===== src/hdl/frc_pkg.sv =====
// Shared types and constants of the frame receiver checker.
// Depends on nothing; the top level, parser, result queue and bench import it.
`default_nettype none

package frc_pkg;

  // Header layout
  localparam int HDR_BYTES  = 56;
  localparam int HASH_BYTES = 52;

  // Hash start value (not the standard FNV-1a 64 offset basis)
  localparam logic [63:0] FNV_BASIS = 64'd1469598103934665603;

  // Byte counter saturates here
  localparam logic [32:0] POS_MAX = 33'h1_FFFF_FFFF;

  // Status codes
  localparam logic [3:0] ST_OK        = 4'd0;
  localparam logic [3:0] ST_TRUNCATED = 4'd1;
  localparam logic [3:0] ST_MAGIC     = 4'd2;
  localparam logic [3:0] ST_VERSION   = 4'd3;
  localparam logic [3:0] ST_TYPE      = 4'd4;
  localparam logic [3:0] ST_RESERVED  = 4'd5;
  localparam logic [3:0] ST_TOO_LONG  = 4'd6;
  localparam logic [3:0] ST_LENGTH    = 4'd7;
  localparam logic [3:0] ST_CHECKSUM  = 4'd8;

  // Result kinds
  localparam logic KIND_PAYLOAD = 1'b0;
  localparam logic KIND_STATUS  = 1'b1;

  // Configuration register indexes
  localparam int CFG_IDX_W = 8;
  localparam logic [CFG_IDX_W-1:0] CFG_MAGIC     = 8'd0;
  localparam logic [CFG_IDX_W-1:0] CFG_VERSION   = 8'd1;
  localparam logic [CFG_IDX_W-1:0] CFG_TYPE_CNT  = 8'd2;
  localparam logic [CFG_IDX_W-1:0] CFG_MAX_LEN   = 8'd3;

  // Configuration reset values
  localparam logic [15:0] TYPE_CNT_RST = 16'd21;
  localparam logic [31:0] MAX_LEN_RST  = 32'd65536;

  typedef struct packed {
    logic [31:0] magic;
    logic [15:0] version;
    logic [15:0] type_count;
    logic [31:0] max_len;
  } cfg_t;

  typedef struct packed {
    logic        result_kind;
    logic [7:0]  payload_byte;
    logic [3:0]  status;
    logic [15:0] message_type;
    logic [31:0] frame_flags;
    logic [31:0] payload_length;
    logic [63:0] sequence_number;
    logic [63:0] coord_epoch;
    logic [63:0] worker_id;
    logic [63:0] worker_boot_id;
  } res_t;

  // Up to two results per accepted word: payload first, then status
  typedef struct packed {
    logic pay_valid;
    logic stat_valid;
    res_t pay;
    res_t stat;
  } push_t;

endpackage

`default_nettype wire


===== src/hdl/frc_fnv_step.sv =====
// One FNV-1a 64 step: xor in a byte, multiply by the FNV prime.
// Depends on nothing.
`default_nettype none

module frc_fnv_step (
  input  wire logic [63:0] hash_in,
  input  wire logic [7:0]  data_byte,
  output logic      [63:0] hash_out
);

  logic [63:0] x;

  // Prime is 2^40 + 2^8 + 0xB3, so the multiply is a sum of shifted copies
  assign x = hash_in ^ {56'd0, data_byte};
  assign hash_out = (x << 40) + (x << 8) + (x << 7) + (x << 5) + (x << 4)
                  + (x << 1) + x;

endmodule

`default_nettype wire


===== src/hdl/frc_frame_parser.sv =====
// Frame state, header decode and checks, hash and end-of-frame status.
// Depends on frc_pkg and frc_fnv_step.
`default_nettype none

module frc_frame_parser (
  input  wire logic          clk,
  input  wire logic          rst_n,
  input  wire logic          fire,
  input  wire logic [7:0]    data_byte,
  input  wire logic          last_byte,
  input  wire frc_pkg::cfg_t cfg,
  output frc_pkg::push_t     push
);
  import frc_pkg::*;

  localparam logic [5:0] POS_MAGIC_END = 6'd3;
  localparam logic [5:0] POS_TYPE_END  = 6'd7;
  localparam logic [5:0] POS_FLAGS_END = 6'd11;
  localparam logic [5:0] POS_LEN_END   = 6'd15;
  localparam logic [5:0] POS_RSVD_END  = 6'd19;
  localparam logic [5:0] POS_WORDS     = 6'd20;
  localparam logic [5:0] POS_CKSUM     = 6'(HASH_BYTES);

  logic [32:0] pos_r;
  logic [63:0] hash_r, hash_nxt, hash_step;
  logic [3:0]  err_r, err_nxt;
  logic [15:0] type_r, type_nxt;
  logic [31:0] flags_r, flags_nxt;
  logic [31:0] len_r, len_nxt;
  logic [63:0] words_r [4];
  logic [63:0] words_nxt [4];
  logic [31:0] cksum_r, cksum_nxt;
  logic [31:0] cshift_r, cshift_nxt;

  logic [32:0] count;
  logic [5:0]  pos6, woff, coff;
  logic        in_hdr, in_shift, in_words, in_cksum;
  logic [31:0] fold;
  logic [3:0]  status;

  frc_fnv_step u_fnv (
    .hash_in  (hash_r),
    .data_byte(data_byte),
    .hash_out (hash_step)
  );

  assign pos6     = pos_r[5:0];
  assign in_hdr   = pos_r < 33'(HDR_BYTES);
  assign in_shift = pos_r < 33'(POS_WORDS);
  assign in_words = in_hdr && !in_shift && (pos6 < POS_CKSUM);
  assign in_cksum = in_hdr && (pos6 >= POS_CKSUM);
  assign woff     = pos6 - POS_WORDS;
  assign coff     = pos6 - POS_CKSUM;
  assign count    = (pos_r == POS_MAX) ? pos_r : pos_r + 33'd1;

  // Decode the current byte into the next frame state
  always_comb begin
    hash_nxt   = in_cksum ? hash_r : hash_step;
    err_nxt    = err_r;
    type_nxt   = type_r;
    flags_nxt  = flags_r;
    len_nxt    = len_r;
    cksum_nxt  = cksum_r;
    cshift_nxt = cshift_r;
    for (int i = 0; i < 4; i++) begin
      words_nxt[i] = words_r[i];
    end
    if (in_shift) begin
      cshift_nxt = {data_byte, cshift_r[31:8]};
      case (pos6)
        POS_MAGIC_END: begin
          if (cshift_nxt != cfg.magic && err_nxt == ST_OK) err_nxt = ST_MAGIC;
        end
        POS_TYPE_END: begin
          type_nxt = cshift_nxt[31:16];
          if (cshift_nxt[15:0] != cfg.version && err_nxt == ST_OK) err_nxt = ST_VERSION;
          if ((type_nxt == 16'd0 || type_nxt >= cfg.type_count) && err_nxt == ST_OK) begin
            err_nxt = ST_TYPE;
          end
        end
        POS_FLAGS_END: flags_nxt = cshift_nxt;
        POS_LEN_END:   len_nxt = cshift_nxt;
        POS_RSVD_END: begin
          if (cshift_nxt != 32'd0 && err_nxt == ST_OK) err_nxt = ST_RESERVED;
          if (len_r > cfg.max_len && err_nxt == ST_OK) err_nxt = ST_TOO_LONG;
        end
        default: ;
      endcase
    end else if (in_words) begin
      words_nxt[woff[4:3]][{woff[2:0], 3'b000} +: 8] = data_byte;
    end else if (in_cksum) begin
      cksum_nxt[{coff[1:0], 3'b000} +: 8] = data_byte;
    end
  end

  // Pick the first failure that applies at the end of the frame
  assign fold = hash_nxt[63:32] ^ hash_nxt[31:0];
  always_comb begin
    if (count < 33'(HDR_BYTES))                         status = ST_TRUNCATED;
    else if (err_nxt != ST_OK)                          status = err_nxt;
    else if (count != 33'(HDR_BYTES) + {1'b0, len_nxt}) status = ST_LENGTH;
    else if (fold != cksum_nxt)                         status = ST_CHECKSUM;
    else                                                status = ST_OK;
  end

  // Build the result words for this byte
  always_comb begin
    push = '0;
    push.pay_valid        = fire && !in_hdr && (err_r == ST_OK);
    push.pay.result_kind  = KIND_PAYLOAD;
    push.pay.payload_byte = data_byte;
    push.stat_valid       = fire && last_byte;
    push.stat.result_kind = KIND_STATUS;
    push.stat.status      = status;
    if (status != ST_TRUNCATED) begin
      push.stat.message_type    = type_nxt;
      push.stat.frame_flags     = flags_nxt;
      push.stat.payload_length  = len_nxt;
      push.stat.sequence_number = words_nxt[0];
      push.stat.coord_epoch     = words_nxt[1];
      push.stat.worker_id       = words_nxt[2];
      push.stat.worker_boot_id  = words_nxt[3];
    end
  end

  // Advance on each accepted word; clear after the final byte
  always_ff @(posedge clk) begin
    if (!rst_n || (fire && last_byte)) begin
      pos_r    <= '0;
      hash_r   <= FNV_BASIS;
      err_r    <= ST_OK;
      type_r   <= '0;
      flags_r  <= '0;
      len_r    <= '0;
      cksum_r  <= '0;
      cshift_r <= '0;
      for (int i = 0; i < 4; i++) begin
        words_r[i] <= '0;
      end
    end else if (fire) begin
      pos_r    <= count;
      hash_r   <= hash_nxt;
      err_r    <= err_nxt;
      type_r   <= type_nxt;
      flags_r  <= flags_nxt;
      len_r    <= len_nxt;
      cksum_r  <= cksum_nxt;
      cshift_r <= cshift_nxt;
      for (int i = 0; i < 4; i++) begin
        words_r[i] <= words_nxt[i];
      end
    end
  end

endmodule

`default_nettype wire


===== config.mk =====
export PLATFORM = sky130hd
export DESIGN_NAME = frc_frame_parser
export DESIGN_NICKNAME = d
export VERILOG_FILES = /design/src/hdl/frc_pkg.sv /design/src/hdl/frc_fnv_step.sv /design/src/hdl/frc_frame_parser.sv
export SDC_FILE = /design/constraint.sdc
export NUM_CORES = 2
export LEC_CHECK = 0
export BUFFER_PORTS_ARGS = -buffer_cell sky130_fd_sc_hd__buf_2
export CORE_ASPECT_RATIO = 0.7
export CORE_UTILIZATION = 45
export DETAILED_ROUTE_END_ITERATION = 7
export PLACE_DENSITY = 0.67
export RECOVER_POWER = 100
export SYNTH_ARGS = -nofsm -noshare
export SYNTH_HDL_FRONTEND = slang
export SYNTH_SLANG_ARGS = --single-unit
export TNS_END_PERCENT = 100

===== constraint.sdc =====
create_clock -name clk -period 9.7 [get_ports clk]
set_input_delay 0.97 -clock clk [delete_from_list [all_inputs] [get_ports clk]]
set_output_delay 0.97 -clock clk [all_outputs]
set_load 0.01 [all_outputs]

======== Word level (Yosys, flattened, before mapping) ========
Memory sizes are Yosys's and may differ from the RTL's.
Cells that the tools add are included.
operators by class
  $add $sub $neg .......................... 12
  magnitude comparators ................... 9
  equality and inequality tests ........... 11
  shift operators ......................... 4
  mux-type cells .......................... 42
  bitwise logic cells ..................... 7
  reduce and logical (&&, ||, !) cells .... 24
operators with widths
  operator                                              count
  two-way mux 256 bit                                   2
  adder 64 bit                                          6
  two-way mux 64 bit                                    6
  two-way mux 336 bit                                   1
  bitwise mux 256 bit                                   1
  two-way mux 32 bit                                    7
  demux 64 bit (select 2 bit)                           1
  < comparator 33 x 6 -> 1 bit, second input constant   2
  != test 32 bit                                        2
  variable shift 8 x 8 -> 64 bit, first input constant  1
  indexed part select 8 x 8 -> 64 bit                   1
  XOR 64 x 8 -> 64 bit                                  1
  two-way mux 4 bit                                     14
  adder 33 x 1 -> 33 bit, second input constant         1
  adder 6 x 32 -> 33 bit, first input constant          1
  equality test 33 bit, second input constant           1
  < comparator 33 x 5 -> 1 bit, second input constant   1
  two-way mux 33 bit                                    1
  != test 33 bit                                        1
  bitwise mux 32 bit                                    1
  > comparator 32 bit                                   1
  two-way mux 16 bit                                    2
  nonzero test 32 bit                                   1
  variable shift 8 x 7 -> 32 bit, first input constant  1
  other kinds (28)                                      52
storage, ports and cells
  bits in registers ....................... 245
  memory bits (writable) .................. 256
  input port bits ......................... 108
  output and inout port bits .............. 700
  word-level logic and storage cells ...... 118
  memories kept ........................... 1
memory list
  memory   words  bits a word  rd ports  clocked after Yosys merged registers in  write ports  RTL line                source
  words_r  4      64           4         0                                        4            frc_frame_parser.sv:30  logic [63:0] words_r [4];

======== Longest topological paths before layout ========
  depth in word-level cells ............... 16
  mapped depth ............................ 26
  mapped depth without buffers ............ 25

======== Hierarchy ========
From an unflattened synthesis, not the netlist that was laid out.
unflattened totals
  cells, all modules ...................... 5347
  area, all modules ....................... 45418.6 um^2
by module, submodules not included
  module            instances  cells each  area each (um^2)  sequential area each (um^2)
  frc_frame_parser  1          4107        34494.3           12431.9
  frc_fnv_step      1          1240        10924.2           0.0

======== Worst setup path after synthesis ========
No wires, ideal clock.
  path kind ............................... input -> output
  start ................................... input port data_byte[7]
  end ..................................... output port push[339] (netlist bit)
  arrival time ............................ 7.389 ns
  required time ........................... 8.730 ns
  path slack .............................. 1.341 ns
  cell stages on the path ................. 24
  buffers on the path ..................... 4
  path through ............................ clkbuf_1 clkbuf_1 xor2_1 inv_1 fa_1 inv_1 fa_1 fa_1 ha_1 ha_1 clkbuf_2 and2_1 clkbuf_1 and4_1 a311oi_1 a21oi_1 o211a_1 o21ai_2 o41ai_1 xor2_1 a2111o_1 nor4_1 nand4_1 o211a_1
RTL lines
  what             RTL line                source
  start, declared  frc_frame_parser.sv:9   input wire logic [7:0] data_byte,
  end, declared    frc_frame_parser.sv:12  output frc_pkg::push_t push

==> qor.yml <==
run_status:
  outcome: "finished, violations left"
  violations: "capacitance limit, slew limit"
worst_setup_path:
  critPathLaunch: "data_byte[4]"
  criticalPathCategory: "in2out"
  worst_ep_required_time_ns: 8.73
  path_max_fanout: 6
  r2r_start: "pos_r[13]"
  startpoint_type: "input port"
  cp.arrival_ns: 8.38
  cp-end-kind: "output pin"
clock_network:
  clkTransAtPathRegs_ns: 0.06
  clockBufferDepth: 3
  cts_made_buffers: 53
  htreeDepth: 2
  tritoncts: "yes"
  cts-root-buf: "clkbuf_16"
  cts_hold_buf: 0
  cts-resized-gates: 0
  cts_num_sinks: 493
  cts_setup_buffers: 0
  clk_latency_ns: 0.67
synthesis:
  ys.warnings.count: 0
  netlist_area_sq_um: 44500
  synth-seq-area-share_pct: 27.9
  synth.most_common_cell: "nor2_1"
  synth_area_leaders: "edfxtp_1, fa_1, dfxtp_1"
  synth_cells: 5467
  synth_common_cells: "nor2_1, nand2_1, a21oi_1"
  avgSynthCellArea_sq_um: 8.15
  ys.flop_type: "edfxtp_1"
  ys_types: 108
  synth_top_area_share_pct: 17.3
  async_reset_ff_share_pct: 0
  synth_area_leader_cell: "edfxtp_1"
  synth-seq-cells: 493
  synth_edf_count: 256
timing:
  clock_skew_ns: 0.0548
  layout_min_cycle_time_ns: 9.35
  rsz0062_at_grt: "no"
  finalSetupViolCount: 0
  drv_slew: 897
  worstMarginPinSlew_ns: 4.25
  tns_ns: 0
  max_slew_margin_pct: -183
  post-route-period-util_pct: 96.4
  fmax_mhz: 107
  finalHoldViolCount: 0
finish:
  drive_above_1_share_pct: 6.38
  nets: 6275
  area_growth_pct: 7.33
  fillers: 9814
global_routing:
  overflow: 0
  grt_use_total_pct: 33.2
  grt_max_degree: 112
  grt_pass1_vias: 36400
  antenna_found_initial: 5
  grt_pass1_wl_um: 248000
floorplan:
  die_w_um: 378
  initial_core_util_pct: 45.4
  num_io_pins: 808
  num_rows: 96
  coreArea_sq_um: 98000
  die-area_sq_um: 100000
  chipHeight_um: 265
flow_run:
  cap_viol_max_count: 20
detailed_routing:
  drcViolationCount: 0
  vias: 40200
  first_iter_violations: 4802
  ant_nets: 0
  vias_per_cell: 5.65
  drtPass1Iterations: 6
  wire_per_inst_um: 24.1
  routed_wl_um: 172000
placement:
  port_buffers: 457
  gp_congestion: 1.03
  dpl.hpwl_um: 132000
min_path:
  hold_start: "type_r[9]"
  hold_path.class: "reg2reg"
-- metal layers --
metal	track usage, %	wire length, um
met5	0	13
met4	7.30	3660
met3	7.92	20300
met2	45.5	69700
met1	51.8	78300
-- worst max-delay path: stages --
cell,delay [ns]
clkbuf_1,0.53
xor2_1,0.44
inv_1,0.20
fa_1,0.53
inv_1,0.05
fa_1,0.48
fa_1,0.51
ha_1,0.31
ha_1,0.37
o211ai_1,0.11
o21ai_1,0.41
buf_4,0.22
xor2_1,0.44
xor2_1,0.12
a31oi_1,0.19
o211ai_1,0.15
or3_1,0.38
a2111oi_1,0.57
buf_4,0.21
nand4_1,0.11
nor4_1,0.30
buf_4,0.16
nand4_1,0.12
o211a_1,0.32
buf_2,0.18
-- cell type report --
| cell class | instances | area (sq um) | area share [%] |
|---|---|---|---|
| multi-input combinational | 4189 | 27600 | 57.8 |
| inverter | 441 | 1660 | 3.46 |
| clock inverter | 24 | 303 | 0.633 |
| sequential | 493 | 12400 | 26.0 |
| timing repair buffer | 575 | 2690 | 5.62 |
| antenna | 1 | 2.50 | 0.00523 |
| clock buffer | 74 | 1460 | 3.05 |
| tap | 1323 | 1660 | 3.46 |
-- cell families after synthesis --
logic type      count (synthesis)  synth area share [%]
compound gates                903                  12.4
xor+xnor                      293                  5.97
fa+ha+maj                     414                  15.7
buf+inv                      1133                  13.1
flops                         493                  27.9
mux                           222                  5.08
other cells                     2                0.0169
simple gates                 2007                  19.8
-- cell usage in the layout, fill, tap and decap left out, types with 171 or more instances in the layout --
master	instances
edfxtp_1	256
mux2i_1	211
inv_1	440
a21oi_1	440
ha_1	171
clkbuf_1	373
xnor2_1	196
conb_1	350
nor2_1	928
nand2_1	578
fa_1	243
dfxtp_1	237
-- sequential cells by signal, summed over array words and instances (netlist names) --
signal / count
cksum_r: 32
cshift_r: 24
err_r: 4
flags_r: 32
hash_r: 64
len_r: 32
pos_r: 33
type_r: 16
words_r: 256
-- through the flow --
| step | utilization, % | cells | setup WS (ns) | instance area [sq um] | hold WS [ns] |
|---|---|---|---|---|---|
| 3_5_place_dp | 47.6 | 7021 | 0.733 | 46600 | 0.446 |
| 5_1_grt | 48.8 | 7119 | 0.0254 | 47800 | 0.465 |
| 4_1_cts | 49.4 | 7119 | 0.381 | 48400 | 0.455 |
| 6_report | 48.8 | 7120 | 0.349 | 47800 | 0.456 |
| 2_1_floorplan | - | 5815 | 1.34 | 45800 | 0.428 |
| 3_3_place_gp | 47.6 | 7021 | 0.627 | 46600 | 0.438 |
-- final timing paths --
| check | to | slack [ns] | cells past startpoint |
|---|---|---|---|
| worst min-delay path | type_r[9] | 0.46 | 2 |
| worst max register to register | hash_r[51] | 1.36 | 8 |
| worst min register to register | type_r[9] | 0.46 | 2 |
| worst max-delay path | push[339] | 0.35 | 25 |
Power is not shown: default switching activity piles up to over one toggle a cycle in this logic, so the estimate is an artifact.
